File: src/rtl/core/crt_pkg.sv
// Shared types, constants and the entry transform of the case range table block.
// No dependencies.
package crt_pkg;

  localparam int unsigned TABLE_DEPTH_DEF = 512;
  localparam int unsigned CP_W   = 21;   // code point width
  localparam int unsigned IDX_W  = 9;    // entry_index width
  localparam int unsigned CNT_W  = 10;   // table_entries width
  localparam int unsigned MODE_W = 3;
  localparam int unsigned OFS_W  = 22;
  localparam int unsigned RES_W  = 24;   // holds cp plus/minus a delta without loss
  localparam int unsigned CMP_W  = 13;   // cell index compare width, covers 4096 cells

  localparam logic [CP_W-1:0] CP_MAX = 21'h10FFFF;

  localparam logic KIND_WRITE   = 1'b0;
  localparam logic KIND_CONVERT = 1'b1;

  typedef enum logic [MODE_W-1:0] {
    MODE_PLAIN         = 3'd0,
    MODE_EVEN_ODD      = 3'd1,
    MODE_ODD_EVEN      = 3'd2,
    MODE_EVEN_ODD_SKIP = 3'd3,
    MODE_ODD_EVEN_SKIP = 3'd4
  } crt_mode_e;

  // Item as it travels down the cell chain.
  typedef struct packed {
    logic                     kind;
    logic [IDX_W-1:0]         entry_index;
    logic [CP_W-1:0]          range_low;
    logic [CP_W-1:0]          range_high;
    logic [MODE_W-1:0]        record_mode;
    logic signed [OFS_W-1:0]  offset;
    logic [CP_W-1:0]          char_code;
    logic                     done;    // scan finished, later cells pass it on
    logic                     found;
    logic signed [RES_W-1:0]  res;
  } crt_token_t;

  // Apply one matching entry to a code point.
  function automatic logic signed [RES_W-1:0] crt_apply(
    input logic [MODE_W-1:0]       mode,
    input logic                    low_odd,
    input logic [CP_W-1:0]         cp,
    input logic signed [OFS_W-1:0] delta
  );
    logic signed [RES_W-1:0] c;
    logic signed [RES_W-1:0] up;
    logic signed [RES_W-1:0] dn;
    logic signed [RES_W-1:0] r;
    logic                    odd;
    c   = signed'({{(RES_W-CP_W){1'b0}}, cp});
    up  = c + RES_W'(1);
    dn  = c - RES_W'(1);
    odd = cp[0];
    unique case (mode)
      MODE_EVEN_ODD:      r = odd ? dn : up;
      MODE_ODD_EVEN:      r = odd ? up : dn;
      MODE_EVEN_ODD_SKIP: r = (odd != low_odd) ? c : (odd ? dn : up);
      MODE_ODD_EVEN_SKIP: r = (odd != low_odd) ? c : (odd ? up : dn);
      default:            r = c + {{(RES_W-OFS_W){delta[OFS_W-1]}}, delta};
    endcase
    return r;
  endfunction

endpackage

File: src/rtl/core/crt_cell.sv
// One cell of the range table chain: holds one table entry and one item stage.
// Depends on crt_pkg.
module crt_cell #(
  parameter int unsigned CellIdx = 0
) (
  input  logic                       clk_i,
  input  logic                       rst_ni,
  input  logic                       adv_i,
  input  logic [crt_pkg::CNT_W-1:0]  cfg_count_i,
  input  logic                       vld_i,
  input  crt_pkg::crt_token_t        tok_i,
  output logic                       vld_o,
  output crt_pkg::crt_token_t        tok_o
);
  import crt_pkg::*;

  localparam logic [CMP_W-1:0] CellIdxC = CMP_W'(CellIdx);

  // entry storage, undefined until written
  logic [CP_W-1:0]          lo_q;
  logic [CP_W-1:0]          hi_q;
  logic [MODE_W-1:0]        mode_q;
  logic signed [OFS_W-1:0]  delta_q;

  logic       vld_q;
  crt_token_t tok_q, tok_d;
  logic       wr_hit;
  logic       scanned;

  assign wr_hit  = vld_i && (tok_i.kind == KIND_WRITE) &&
                   (CMP_W'(tok_i.entry_index) == CellIdxC);
  assign scanned = CMP_W'(cfg_count_i) > CellIdxC;

  always_comb begin
    tok_d = tok_i;
    if (vld_i && (tok_i.kind == KIND_CONVERT) && !tok_i.done) begin
      priority if (!scanned) begin
        tok_d.done = 1'b1;
      end else if (tok_i.char_code < lo_q) begin
        tok_d.done = 1'b1;
      end else if (tok_i.char_code <= hi_q) begin
        tok_d.done  = 1'b1;
        tok_d.found = 1'b1;
        tok_d.res   = crt_apply(mode_q, lo_q[0], tok_i.char_code, delta_q);
      end else begin
        tok_d.done = 1'b0;
      end
    end
  end

  always_ff @(posedge clk_i or negedge rst_ni) begin
    if (!rst_ni) begin
      vld_q <= 1'b0;
    end else if (adv_i) begin
      vld_q <= vld_i;
    end
  end

  always_ff @(posedge clk_i) begin
    if (adv_i) begin
      tok_q <= tok_d;
    end
    if (adv_i && wr_hit) begin
      lo_q    <= tok_i.range_low;
      hi_q    <= tok_i.range_high;
      mode_q  <= tok_i.record_mode;
      delta_q <= tok_i.offset;
    end
  end

  assign vld_o = vld_q;
  assign tok_o = tok_q;

endmodule

File: config.mk
export PLATFORM = sky130hd
export DESIGN_NAME = crt_cell
export DESIGN_NICKNAME = d
export VERILOG_FILES = /design/src/rtl/core/crt_pkg.sv /design/src/rtl/core/crt_cell.sv
export SDC_FILE = /design/constraint.sdc
export NUM_CORES = 1
export LEC_CHECK = 0
export ABC_AREA = 1
export BUFFER_PORTS_ARGS = -buffer_cell sky130_fd_sc_hd__clkbuf_2
export CORE_ASPECT_RATIO = 0.8
export CORE_MARGIN = 4
export CORE_UTILIZATION = 35
export DETAILED_ROUTE_END_ITERATION = 6
export SLEW_MARGIN = 40
export SYNTH_ARGS = -nofsm -noshare
export SYNTH_HDL_FRONTEND = slang
export SYNTH_SLANG_ARGS = --single-unit
export TNS_END_PERCENT = 50
File: constraint.sdc
create_clock -name clk_i -period 2.6 [get_ports clk_i]
set_input_delay 0.65 -clock clk_i [delete_from_list [all_inputs] [get_ports clk_i]]
set_output_delay 0.65 -clock clk_i [all_outputs]
set_load 0.05 [all_outputs]
=== After elaboration in Yosys (flattened, before gate mapping) ===
Cells that the tools add are included.

* Output and inout bits: 125
* Bits in registers: 192
* Logic and storage cells: 46

* Add/sub/neg operators: 3
* Reductions and logical operators: 7
* Eq/ne operators: 5
* Magnitude comparators: 3
* Mux-type cells: 12
* Bitwise logic cells: 1

{| class="wikitable"
|+ Operators with widths
! operator !! number
|-
| 2-to-1 mux 24 bit || 4
|-
| one-hot mux 24 bit (4 select lines) || 1
|-
| 2-to-1 mux 25 bit || 3
|-
| 2-to-1 mux 26 bit || 1
|-
| adder 22 x 22 -> 23 bit || 1
|-
| adder 21 x 1 -> 22 bit (second input constant) || 1
|-
| subtractor 21 x 1 -> 22 bit (second input constant) || 1
|-
| less-or-equal comparator 21 bit || 1
|-
| less-than comparator 21 bit || 1
|-
| greater-than comparator 10 x 1 -> 1 bit (second input constant) || 1
|-
| zero test 9 bit || 1
|-
| equality test 3 x 2 -> 1 bit (second input constant) || 2
|-
| logical AND 1 bit || 5
|-
| equality test 3 x 1 -> 1 bit (second input constant) || 1
|-
| equality test 3 bit (second input constant) || 1
|-
| 2-to-1 mux 1 bit || 3
|-
| zero test 1 bit || 1
|-
| inequality test 1 bit || 1
|-
| NOT 1 bit || 1
|}

=== Longest topological paths before layout ===
Gate-level depths: netlist of the first run.

* Depth in word-level cells: 8
* Mapped depth: 18

=== Worst setup path before layout of the first run ===
OpenSTA, ideal clock, no wires.

* Kind: input -> register
* From: in tok_i[114] in the netlist's numbering
* To: reg delta_q[0] (enable)
* Path slack: -0.367 ns
* Cell stages on the path: 2
* Data required time: 2.167 ns
* Data arrival time: 2.535 ns
* Library setup time: 0.433 ns
* Path through: nor4_1 > and3_1

* Longest elaborated chain between the ends: 3

{| class="wikitable"
|+ RTL lines
! what !! RTL line !! source
|-
| from (decl) || crt_cell.sv:11 || <nowiki>input crt_pkg::crt_token_t tok_i,</nowiki>
|-
| zero test 9 bit || crt_cell.sv:31 || <nowiki>(CMP_W'(tok_i.entry_index) == CellIdxC);</nowiki>
|-
| logical AND 1 bit || crt_cell.sv:30 || <nowiki>assign wr_hit = vld_i && (tok_i.kind == KIND_WRITE) &&</nowiki>
|-
| logical AND 1 bit || crt_cell.sv:63 || <nowiki>if (adv_i && wr_hit) begin</nowiki>
|-
| to (signal assigned) || crt_cell.sv:67 || <nowiki>delta_q <= tok_i.offset;</nowiki>
|-
| to (decl) || crt_cell.sv:23 || <nowiki>logic signed [OFS_W-1:0] delta_q;</nowiki>
|}

Every way passes these cells.
A chain may end at the register's enable or synchronous reset.

==> results.sh, run 1 <==
export IMPL_status="finished, final reports clean"
export IMPL_leakagePower_nw=6.661
export IMPL_first_global_vias=9477
export IMPL_yosysUniqueCellTypes=48
export IMPL_cts_root_buf="clkbuf_16"
export IMPL_first_pass_iters=5
export IMPL_synthAdderAreaFrac_pct=7.786
export IMPL_synth_seq_cells=192
export IMPL_start_kind="primary input"
export IMPL_hold_class="in -> reg"
export IMPL_core_sq_um=29710
export IMPL_cts_num_sinks=192
export IMPL_powerDensity_nw_per_um2=556.1
export IMPL_final_setup_viol_count=0
export IMPL_ios=263
export IMPL_detail_route_iter0_violations=699
export IMPL_pre_cts_slack_ns=-0.4242
export IMPL_areaGrowthSynthToFinish_pct=33.29
export IMPL_postRouteAntennaNets=0
export IMPL_worst_hold_slack_ns=0.3878
export IMPL_cts_made_buffers=17
export IMPL_routed_via_density=4.907
export IMPL_period_share_pct=97.14
export IMPL_hpwl_mm=27.43
export IMPL_cts_tree="done"
export IMPL_crit_type="in -> reg"
export IMPL_synthSimpleGateAreaFrac_pct=23.35
export IMPL_fin_skew_ns=0.01468
export IMPL_drv_slew=0
export IMPL_synth_edf_count=191
export IMPL_layout_drive_gt1_share_pct=32.40
export IMPL_maxSlewHeadroom_pct=51.67
export IMPL_cts_buffer_depth=2
export IMPL_rsz0062_at_grt="yes"
export IMPL_path_clk_slew_ns=0.09
export IMPL_async_flop_share_pct=0.5208
export IMPL_insertion_delay_ns=0.45
export IMPL_ys_warn_count=0
export IMPL_cp_arrival_ns=2.74
export IMPL_maxCapViolations=0
export IMPL_synthMuxAreaShare_pct=0
export IMPL_cp_end_kind="register"
export IMPL_ys_flop_type="edfxtp_1"
export IMPL_crit_required_ns=2.81
export IMPL_synth_top_area_share_pct=53.59
export IMPL_final_nets=1734
export IMPL_synth_top_family_by_area="simple AND/OR/NAND/NOR gates"
export IMPL_syn_avg_cell_area_sq_um=9.455
export IMPL_synth_compound_gate_area_share_pct=7.201
export IMPL_dieArea_sq_um=33460
export IMPL_ys_seq_area_share_pct=53.82
export IMPL_die_w_microns=203.5
export IMPL_setup_ws_ns=0.07444
export IMPL_crit_fanout=7
export IMPL_wire_per_inst_microns=18.44
export IMPL_fin_util_pct=48.02
export IMPL_period_minus_slack_ns=2.526
export IMPL_ir_drop_v=0.0004664
export IMPL_fillers=2898
export IMPL_grt_usage_pct=20.98
export IMPL_total_power_mw=7.933
export IMPL_yosys_area_top_type="edfxtp_1"
export IMPL_num_vias=9574
export IMPL_drc=0
export IMPL_synth_xor_area_share_pct=1.800
export IMPL_syn_area_sq_um=10700
export IMPL_synth_cells=1132
export IMPL_r2r_setup_slack_ns=0.12
export IMPL_antenna_found_initial=0
export IMPL_timing_fmax_mhz=396.0
export IMPL_synth_nets=1336
export IMPL_synth_area_leaders="edfxtp_1 (54%), nand2_1 (10%), ha_1 (7.6%), nand3_1 (4.6%), inv_1 (4.2%)"
export IMPL_grt_max_degree=126
export IMPL_globalRouteOverflowTotal=0
export IMPL_h_tree_depth=4
export IMPL_grt_first_pass_wirelength_mm=53.33
export IMPL_initial_core_util_pct=36.03
export IMPL_die_h_microns=164.4
export IMPL_place_area_sq_um=13500
export IMPL_fin_area_sq_um=14270
export IMPL_place_gp_congestion=0.9460
export IMPL_routed_wl_mm=35.97
export IMPL_core_rowCount=56
export IMPL_io_buffer_count=262
export IMPL_worstMarginPinSlew_ns=0.7250
export IMPL_finalHoldViolCount=0
## cells in the mapped netlist, types with 9 or more instances
| cell type | number |
|---|---|
| a21oi_1 | 58 |
| xor2_1 | 19 |
| nand4_1 | 20 |
| o21ai_0 | 30 |
| nand3_1 | 98 |
| nand2_1 | 293 |
| nor2_2 | 16 |
| inv_2 | 10 |
| edfxtp_1 | 191 |
| nor2_1 | 89 |
| nor3_1 | 9 |
| ha_1 | 65 |
| inv_1 | 120 |
| o21ai_1 | 10 |
| buf_2 | 16 |
## metal layers
metal  GRT usage, %  vias up  share of wire [%]
met4          4.781        0                1.3
met2          33.39      384                 45
li1               -     4677                  -
met5              0        -                  0
met3          5.300       39                7.7
met1          29.18     4474                 46
## state kept, by name (all words and copies together), names as in the netlist
signal / flops
tok_o: 124
delta_q: 22
hi_q: 21
lo_q: 21
mode_q: 3
vld_o: 1
## where the power goes
group	internal [mW]	switching, mW
Clock	1.33	1.47
Sequential	3.57	0.0430
Combinational	0.429	1.09
Total	5.33	2.60
## repair_timing
item / 4_1_cts / 5_1_grt
endpoints found under the hold margin: 1 / 0
setup endpoints to repair: 0 / 21
buffers inserted: 0 / 1
hold buffers: 1 / 0
resized for setup: 0 / 15
## cell families (layout without fill, tap and decap cells)
kind of cell,count (synthesis),in the layout
buffers and inverters,157,568
AO/OA/AOI/OAI,133,133
AND/OR/NAND/NOR,562,562
flip-flops,192,192
adder cells (fa/ha/maj),66,66
other,0,2
XOR/XNOR,22,22
## worst max-delay path, stage by stage
cell and delay, ns:
buf_2 0.19, ha_1 0.31, nand2_1 0.05, nor2_2 0.14, nand4_1 0.19, nor2_1 0.15, nand2_1 0.07, nand3_1 0.11
nand2_2 0.08, nand2_2 0.11, nor2_4 0.08, clkbuf_16 0.18, or2_2 0.27, o21ai_0 0.08, inv_1 0.06
## cell usage in the layout (no fill, tap or decap), types with 7 or more instances in the layout
| cell | synthesis | layout |
|---|---|---|
| nand2_1 | 293 | 291 |
| nand2_2 | 7 | 9 |
| nand4_1 | 20 | 20 |
| nor3_1 | 9 | 9 |
| o211ai_1 | 7 | 7 |
| o21ai_1 | 10 | 11 |
| a21oi_1 | 58 | 58 |
| ha_1 | 65 | 61 |
| nand3_1 | 98 | 97 |
| edfxtp_1 | 191 | 191 |
| o21ai_0 | 30 | 29 |
| nor2_2 | 16 | 17 |
| nor2_1 | 89 | 87 |
| clkbuf_2 | 0 | 259 |
| clkbuf_16 | 0 | 19 |
| inv_1 | 120 | 119 |
| inv_2 | 10 | 11 |
| buf_4 | 2 | 134 |
| xor2_1 | 19 | 19 |
## final timing paths
kind                                         start              endpoint  cells after the start
min in group asynchronous                   rst_ni     vld_o$_DFFE_PN0P_                      2
worst min register to register   vld_o$_DFFE_PN0P_     vld_o$_DFFE_PN0P_                      2
worst min-delay path                    tok_i[116]  tok_o[116]$_DFFE_PP_                      1
worst max-delay path                     tok_i[35]    tok_o[5]$_DFFE_PP_                     15
max in group asynchronous                   rst_ni     vld_o$_DFFE_PN0P_                      2
worst max register to register  hi_q[12]$_DFFE_PP_    tok_o[5]$_DFFE_PP_                     15
## through the flow
stage | std cells | TNS (ns)
2_1_floorplan | 1132 | -0.4474
3_3_place_gp | 1913 | -8.119
3_5_place_dp | 1913 | -8.463
4_1_cts | 1946 | 0
5_1_grt | 1949 | -0.06503
6_report | 1951 | 0
## layout make-up
type / instances / area [sq um] / share of cell area (%)
tap: 406 / 508.0 / 3.561
inverter: 131 / 491.7 / 3.447
clock buffer: 17 / 425.4 / 2.982
timing repair buffer: 405 / 2504 / 17.55
multi-input combinational: 783 / 4378 / 30.69
antenna: 2 / 5.005 / 0.03508
sequential: 192 / 5761 / 40.38
clock inverter: 15 / 193.9 / 1.359
Power figures use the tool's default switching activity.
==> inputs of run 2 (changes only) <==
--- a/config.mk
+++ b/config.mk
@@ -9,9 +9,11 @@
 export BUFFER_PORTS_ARGS = -buffer_cell sky130_fd_sc_hd__clkbuf_2
 export CORE_ASPECT_RATIO = 0.8
 export CORE_MARGIN = 4
-export CORE_UTILIZATION = 35
+export CORE_UTILIZATION = 51
+export CTS_CLUSTER_DIAMETER = 100
 export DETAILED_ROUTE_END_ITERATION = 6
-export SLEW_MARGIN = 40
+export PLACE_DENSITY = 0.77
+export SLEW_MARGIN = 15
 export SYNTH_ARGS = -nofsm -noshare
 export SYNTH_HDL_FRONTEND = slang
 export SYNTH_SLANG_ARGS = --single-unit
==> results.sh, run 2 (synthesized netlist as in run 1, its figures left out) <==
export IMPL_core_sq_um=20640
export IMPL_cts_made_buffers=17
export IMPL_grt_first_pass_wirelength_mm=49.42
export IMPL_routed_via_density=5.333
export IMPL_ios=263
export IMPL_grt_max_degree=126
export IMPL_grt_usage_pct=27.48
export IMPL_die_h_microns=137.6
export IMPL_final_nets=1711
export IMPL_timing_rr_start="delta_q[0]$_DFFE_PP_"
export IMPL_crit_fanout=27
export IMPL_initial_core_util_pct=51.85
export IMPL_numPlacedInstances=1756
export IMPL_cts_num_sinks=192
export IMPL_worstMarginPinSlew_ns=0.7092
export IMPL_drc=0
export IMPL_path_cells="clkbuf_2 -> ha_1 -> nand2_1 -> nor2_1 -> nand4_1 -> nor2_1 -> nand2_1 -> nand3_1 -> nand2_1 -> nand2_2 -> nor2_2 -> buf_12 -> or2_2 -> o21ai_0 -> inv_1"
export IMPL_rsz0062_at_grt="no"
export IMPL_place_area_sq_um=13150
export IMPL_internal_power_mw=5.418
export IMPL_globalRouteOverflowTotal=0
export IMPL_fin_skew_ns=0.01693
export IMPL_hold_path_depth=1
export IMPL_fin_util_pct=66.90
export IMPL_finalHoldViolCount=0
export IMPL_first_pass_iters=6
export IMPL_drv_slew=0
export IMPL_r2r_setup_slack_ns=0.23
export IMPL_cts_root_buf="clkbuf_16"
export IMPL_min_from="tok_i[101]"
export IMPL_worst_path_most_repeated_cell="nand2_1"
export IMPL_start_kind="primary input"
export IMPL_num_vias=9541
export IMPL_period_share_pct=92.63
export IMPL_maxSlewHeadroom_pct=52.72
export IMPL_tns_ns=0
export IMPL_cts_tree="done"
export IMPL_final_setup_viol_count=0
export IMPL_netSwitchingFraction_pct=31.80
export IMPL_postRouteAntennaNets=0
export IMPL_fin_area_sq_um=13810
export IMPL_grtUsageMet3_pct=6.168
export IMPL_rr_worst_depth=12
export IMPL_layout_drive_gt1_share_pct=30.72
export IMPL_cp_arrival_ns=2.60
export IMPL_holdPathEnd="lo_q[8]$_DFFE_PP_"
export IMPL_cp_end_kind="register"
export IMPL_powerDensity_nw_per_um2=575.3
export IMPL_io_buffer_count=262
export IMPL_seqPwrFrac_pct=45.5
export IMPL_use_met1_pct=37.46
export IMPL_dieArea_sq_um=23380
export IMPL_path_clk_slew_ns=0.08
export IMPL_final_cell_mix="nand2_1 (293), clkbuf_2 (261), edfxtp_1 (191)"
export IMPL_period_minus_slack_ns=2.408
export IMPL_post_cts_resized=0
export IMPL_clock_power_share_pct=35.9
export IMPL_place_gp_congestion=1.014
export IMPL_largest_reg_flops=124
export IMPL_h_tree_depth=4
export IMPL_core_rowCount=47
export IMPL_ir_drop_v=0.0006008
export IMPL_insertion_delay_ns=0.45
export IMPL_crit_type="in -> reg"
export IMPL_maxCapViolations=0
export IMPL_leakagePower_nw=6.552
export IMPL_max_stage_delay_ns=0.35
export IMPL_antenna_found_initial=0
export IMPL_timing_fmax_mhz=415.2
export IMPL_final_cells=1789
export IMPL_cts_buffer_depth=2
export IMPL_cpMaxStageDelayCell="ha_1"
export IMPL_first_global_vias=9386
export IMPL_final_common_cell="nand2_1"
export IMPL_worst_hold_slack_ns=0.3918
export IMPL_grt_busiest_layer="met2"
export IMPL_timing_rr_end="tok_o[12]$_DFFE_PP_"
export IMPL_power_frac_comb_pct=18.6
export IMPL_hold_class="in -> reg"
export IMPL_hpwl_mm=24.75
export IMPL_die_w_microns=170.0
export IMPL_antenna_cells=0
export IMPL_status="finished, final reports clean"
export IMPL_p_sw_mw=2.527
export IMPL_use_met2_pct=44.47
export IMPL_detail_route_iter0_violations=710
export IMPL_routed_wl_mm=31.81
export IMPL_wire_per_inst_microns=17.78
export IMPL_areaGrowthSynthToFinish_pct=29.02
export IMPL_crit_required_ns=2.80
[run 2: cell count changes in the layout (fill, tap and decap cells not counted), sizes merged]
cell	previous run	this run
buf	143	120
bufinv	0	1
clkinv	7	6
clkinvlp	1	0
diode	2	0
inv	138	139
[run 2: timing repair]
action	CTS	global route
hold buffers	1	0
hold endpoints to repair	1	0
buffers inserted	0	0
[run 2: power groups by stage]
stage	Clock [mW]	Combinational, mW	Sequential [mW]
finish	2.86	1.48	3.61
global placement	0	1.45	3.68
detailed placement	0	1.47	3.68
CTS	2.91	1.47	3.62
floorplan	0	0.364	4.21
global route	3.03	1.58	3.63
[run 2: area by class of cell]
class | count | area, sq um
fillers | 1609 | 6833
inverters | 131 | 491.7
well taps | 269 | 336.6
clock buffers | 17 | 425.4
flip-flops and latches | 192 | 5761
clock inverters | 15 | 222.7
repair buffers | 382 | 2271
multi-input cells | 783 | 4300
[run 2: critical path, delay by kind of cell]
family                   cells  cell delay [ns]
AO/OA/AOI/OAI                1             0.07
adder cells (fa/ha/maj)      1             0.35
buffers and inverters        3             0.39
AND/OR/NAND/NOR             10             1.14
[run 2: per-stage QoR]
step | power, mW | setup WS [ns]
after global routing | 8.242 | 0.03187
after CTS | 7.994 | 0.2002
after global placement | 5.129 | -0.2504
after detailed placement | 5.150 | -0.2745
after floorplan | 4.577 | -0.08457
final | 7.944 | 0.1915
[run 2: worst max path at each step]
stage                              start             endpoint  slack [ns]  cells after the start
floorplan                      tok_i[26]   tok_o[5]$_DFFE_PP_       -0.08                     13
global placement               tok_i[36]   tok_o[5]$_DFFE_PP_       -0.25                     15
detailed placement             tok_i[36]   tok_o[5]$_DFFE_PP_       -0.27                     15
CTS                            tok_i[36]   tok_o[5]$_DFFE_PP_        0.20                     15
global route        delta_q[0]$_DFFE_PP_  tok_o[18]$_DFFE_PP_        0.03                     12
finish                         tok_i[36]   tok_o[5]$_DFFE_PP_        0.19                     15
[run 2: metal layers]
layer | vias to the layer above | wire length, microns
li1 | 4634 | -
met1 | 4403 | 13310
met2 | 450 | 14830
met3 | 54 | 2936
met4 | 0 | 732
met5 | - | 0
==> inputs of run 3 (changes only) <==
--- a/config.mk
+++ b/config.mk
@@ -9,10 +9,10 @@
 export BUFFER_PORTS_ARGS = -buffer_cell sky130_fd_sc_hd__clkbuf_2
 export CORE_ASPECT_RATIO = 0.8
 export CORE_MARGIN = 4
-export CORE_UTILIZATION = 51
+export CORE_UTILIZATION = 58
 export CTS_CLUSTER_DIAMETER = 100
 export DETAILED_ROUTE_END_ITERATION = 6
-export PLACE_DENSITY = 0.77
+export PLACE_DENSITY = 0.86
 export SLEW_MARGIN = 15
 export SYNTH_ARGS = -nofsm -noshare
 export SYNTH_HDL_FRONTEND = slang
==> constraint.sdc (replaced) <==
create_clock -name clk_i -period 2.85 [get_ports clk_i]
set_input_delay 0.7125 -clock clk_i [delete_from_list [all_inputs] [get_ports clk_i]]
set_output_delay 0.7125 -clock clk_i [all_outputs]
set_load 0.05 [all_outputs]
==> results.sh, run 3 (synthesized netlist as in run 1, its figures left out) <==
export IMPL_period_minus_slack_ns=2.599
export IMPL_use_met2_pct=55.38
export IMPL_antenna_found_initial=0
export IMPL_period_share_pct=91.19
export IMPL_core_rowCount=44
export IMPL_final_cells=1709
export IMPL_grt_max_degree=126
export IMPL_crit_fanout=26
export IMPL_final_nets=1670
export IMPL_worstMarginPinSlew_ns=0.7081
export IMPL_cts_hold_buffers=0
export IMPL_insertion_delay_ns=0.45
export IMPL_routed_wl_mm=33.15
export IMPL_maxSlewHeadroom_pct=52.80
export IMPL_rr_worst_depth=14
export IMPL_tns_ns=0
export IMPL_status="finished, final reports clean"
export IMPL_grt_first_pass_wirelength_mm=50.83
export IMPL_cp_end_kind="register"
export IMPL_num_vias=9756
export IMPL_crit_type="in -> reg"
export IMPL_cts_setup_buffers=0
export IMPL_routed_via_density=5.709
export IMPL_finalHoldViolCount=0
export IMPL_numPlacedInstances=1677
export IMPL_fin_skew_ns=0.01323
export IMPL_critPathBufInv=3
export IMPL_grtUsageMet3_pct=7.472
export IMPL_fin_util_pct=73.92
export IMPL_core_sq_um=18110
export IMPL_first_global_vias=9605
export IMPL_leakagePower_nw=6.325
export IMPL_path_clk_slew_ns=0.08
export IMPL_start_kind="primary input"
export IMPL_cpMaxStageDelayCell="ha_1"
export IMPL_hpwl_mm=25.29
export IMPL_grt_usage_pct=31.94
export IMPL_drc=0
export IMPL_cts_made_buffers=17
export IMPL_crit_required_ns=3.05
export IMPL_first_pass_iters=6
export IMPL_rsz0062_at_grt="no"
export IMPL_die_h_microns=129.5
export IMPL_use_met1_pct=39.95
export IMPL_cts_tree="done"
export IMPL_maxCapViolations=0
export IMPL_cp_arrival_ns=2.80
export IMPL_io_buffer_count=262
export IMPL_grt_busiest_layer="met2"
export IMPL_initial_core_util_pct=59.09
export IMPL_die_w_microns=159.9
export IMPL_ios=263
export IMPL_largest_reg_flops=124
export IMPL_post_cts_resized=0
export IMPL_globalRouteOverflowTotal=0
export IMPL_postRouteAntennaNets=0
export IMPL_timing_fmax_mhz=384.8
export IMPL_detail_route_iter0_violations=1116
export IMPL_drv_slew=0
export IMPL_dieArea_sq_um=20700
export IMPL_powerDensity_nw_per_um2=525.5
export IMPL_cts_root_buf="clkbuf_16"
export IMPL_final_setup_viol_count=0
export IMPL_final_common_cell="nand2_1"
export IMPL_worst_path_stages=12
export IMPL_antenna_cells=0
export IMPL_worst_path_most_repeated_cell="o21ai_0"
export IMPL_max_stage_delay_ns=0.36
export IMPL_cts_buffer_depth=2
export IMPL_place_gp_congestion=0.9587
export IMPL_path_cells="clkbuf_2 -> ha_1 -> a21oi_1 -> o21ai_0 -> o21ai_1 -> nand3_1 -> nand2_1 -> nor2_2 -> buf_12 -> or2_2 -> o21ai_0 -> inv_1"
export IMPL_wire_per_inst_microns=19.40
export IMPL_areaGrowthSynthToFinish_pct=25.09
export IMPL_ir_drop_v=0.0006003
export IMPL_h_tree_depth=4
export IMPL_path_delay_family="compound AO/OA/AOI/OAI gates"
export IMPL_final_cell_mix="nand2_1 (293), clkbuf_2 (261), edfxtp_1 (191)"
export IMPL_hold_class="in -> async"
export IMPL_layout_drive_gt1_share_pct=28.80
export IMPL_cts_num_sinks=192
## run 3: cell types whose count changed in the layout (fill, tap and decap cells not counted), sizes merged
cell and delta:
clkinvlp +2, buf -40, dlygate4sd3 -1, clkbuf +1, clkinv +1, bufinv -1
inv -3
## run 3: cell type report
type	count	area [sq um]
fill	1293	4725
clock inverter	14	165.2
sequential	192	5761
tap	230	287.8
timing repair buffer	341	1957
clock buffer	18	429.2
multi-input combinational	783	4297
inverter	131	491.7
## run 3: final timing paths
path,startpoint,endpoint,slack [ns]
setup / recovery,tok_i[28],tok_o[5]$_DFFE_PP_,0.25
hold / removal,rst_ni,vld_o$_DFFE_PN0P_,0.02
setup reg to reg,lo_q[20]$_DFFE_PP_,tok_o[5]$_DFFE_PP_,0.33
hold reg to reg,vld_o$_DFFE_PN0P_,vld_o$_DFFE_PN0P_,0.59
max in group asynchronous,rst_ni,vld_o$_DFFE_PN0P_,2.74
min in group clk_i,tok_i[101],tok_o[101]$_DFFE_PP_,0.45
## run 3: where the power goes
| part | switching, mW | internal, mW | total, mW | leakage [nW] |
|---|---|---|---|---|
| Clock | 1.23 | 1.18 | 2.41 | 0.281 |
| Sequential | 0.0436 | 3.26 | 3.30 | 1.83 |
| Combinational | 0.974 | 0.351 | 1.32 | 4.22 |
| Total | 2.24 | 4.79 | 7.04 | 6.33 |
## run 3: per-layer routing
metal  part of all wire (%)  vias to the layer above
li1                       -                     4557
met1                     38                     4562
met2                     49                      569
met3                     10                       68
met4                    2.7                        0
met5                      0                        -
## run 3: metrics by stage
step / power (mW) / worst slack [ns] / hold slack [ns] / cell area, sq um
4_1_cts: 7.046 / 0.3016 / 0.01264 / 13390
6_report: 7.036 / 0.2511 / 0.02423 / 13390
5_1_grt: 7.267 / 0.1812 / 0.008856 / 13390
3_3_place_gp: 4.638 / -0.01365 / 0.4874 / 12790
2_1_floorplan: 4.176 / 0.1029 / 0.4169 / 10700
3_5_place_dp: 4.668 / -0.1182 / 0.4879 / 12790
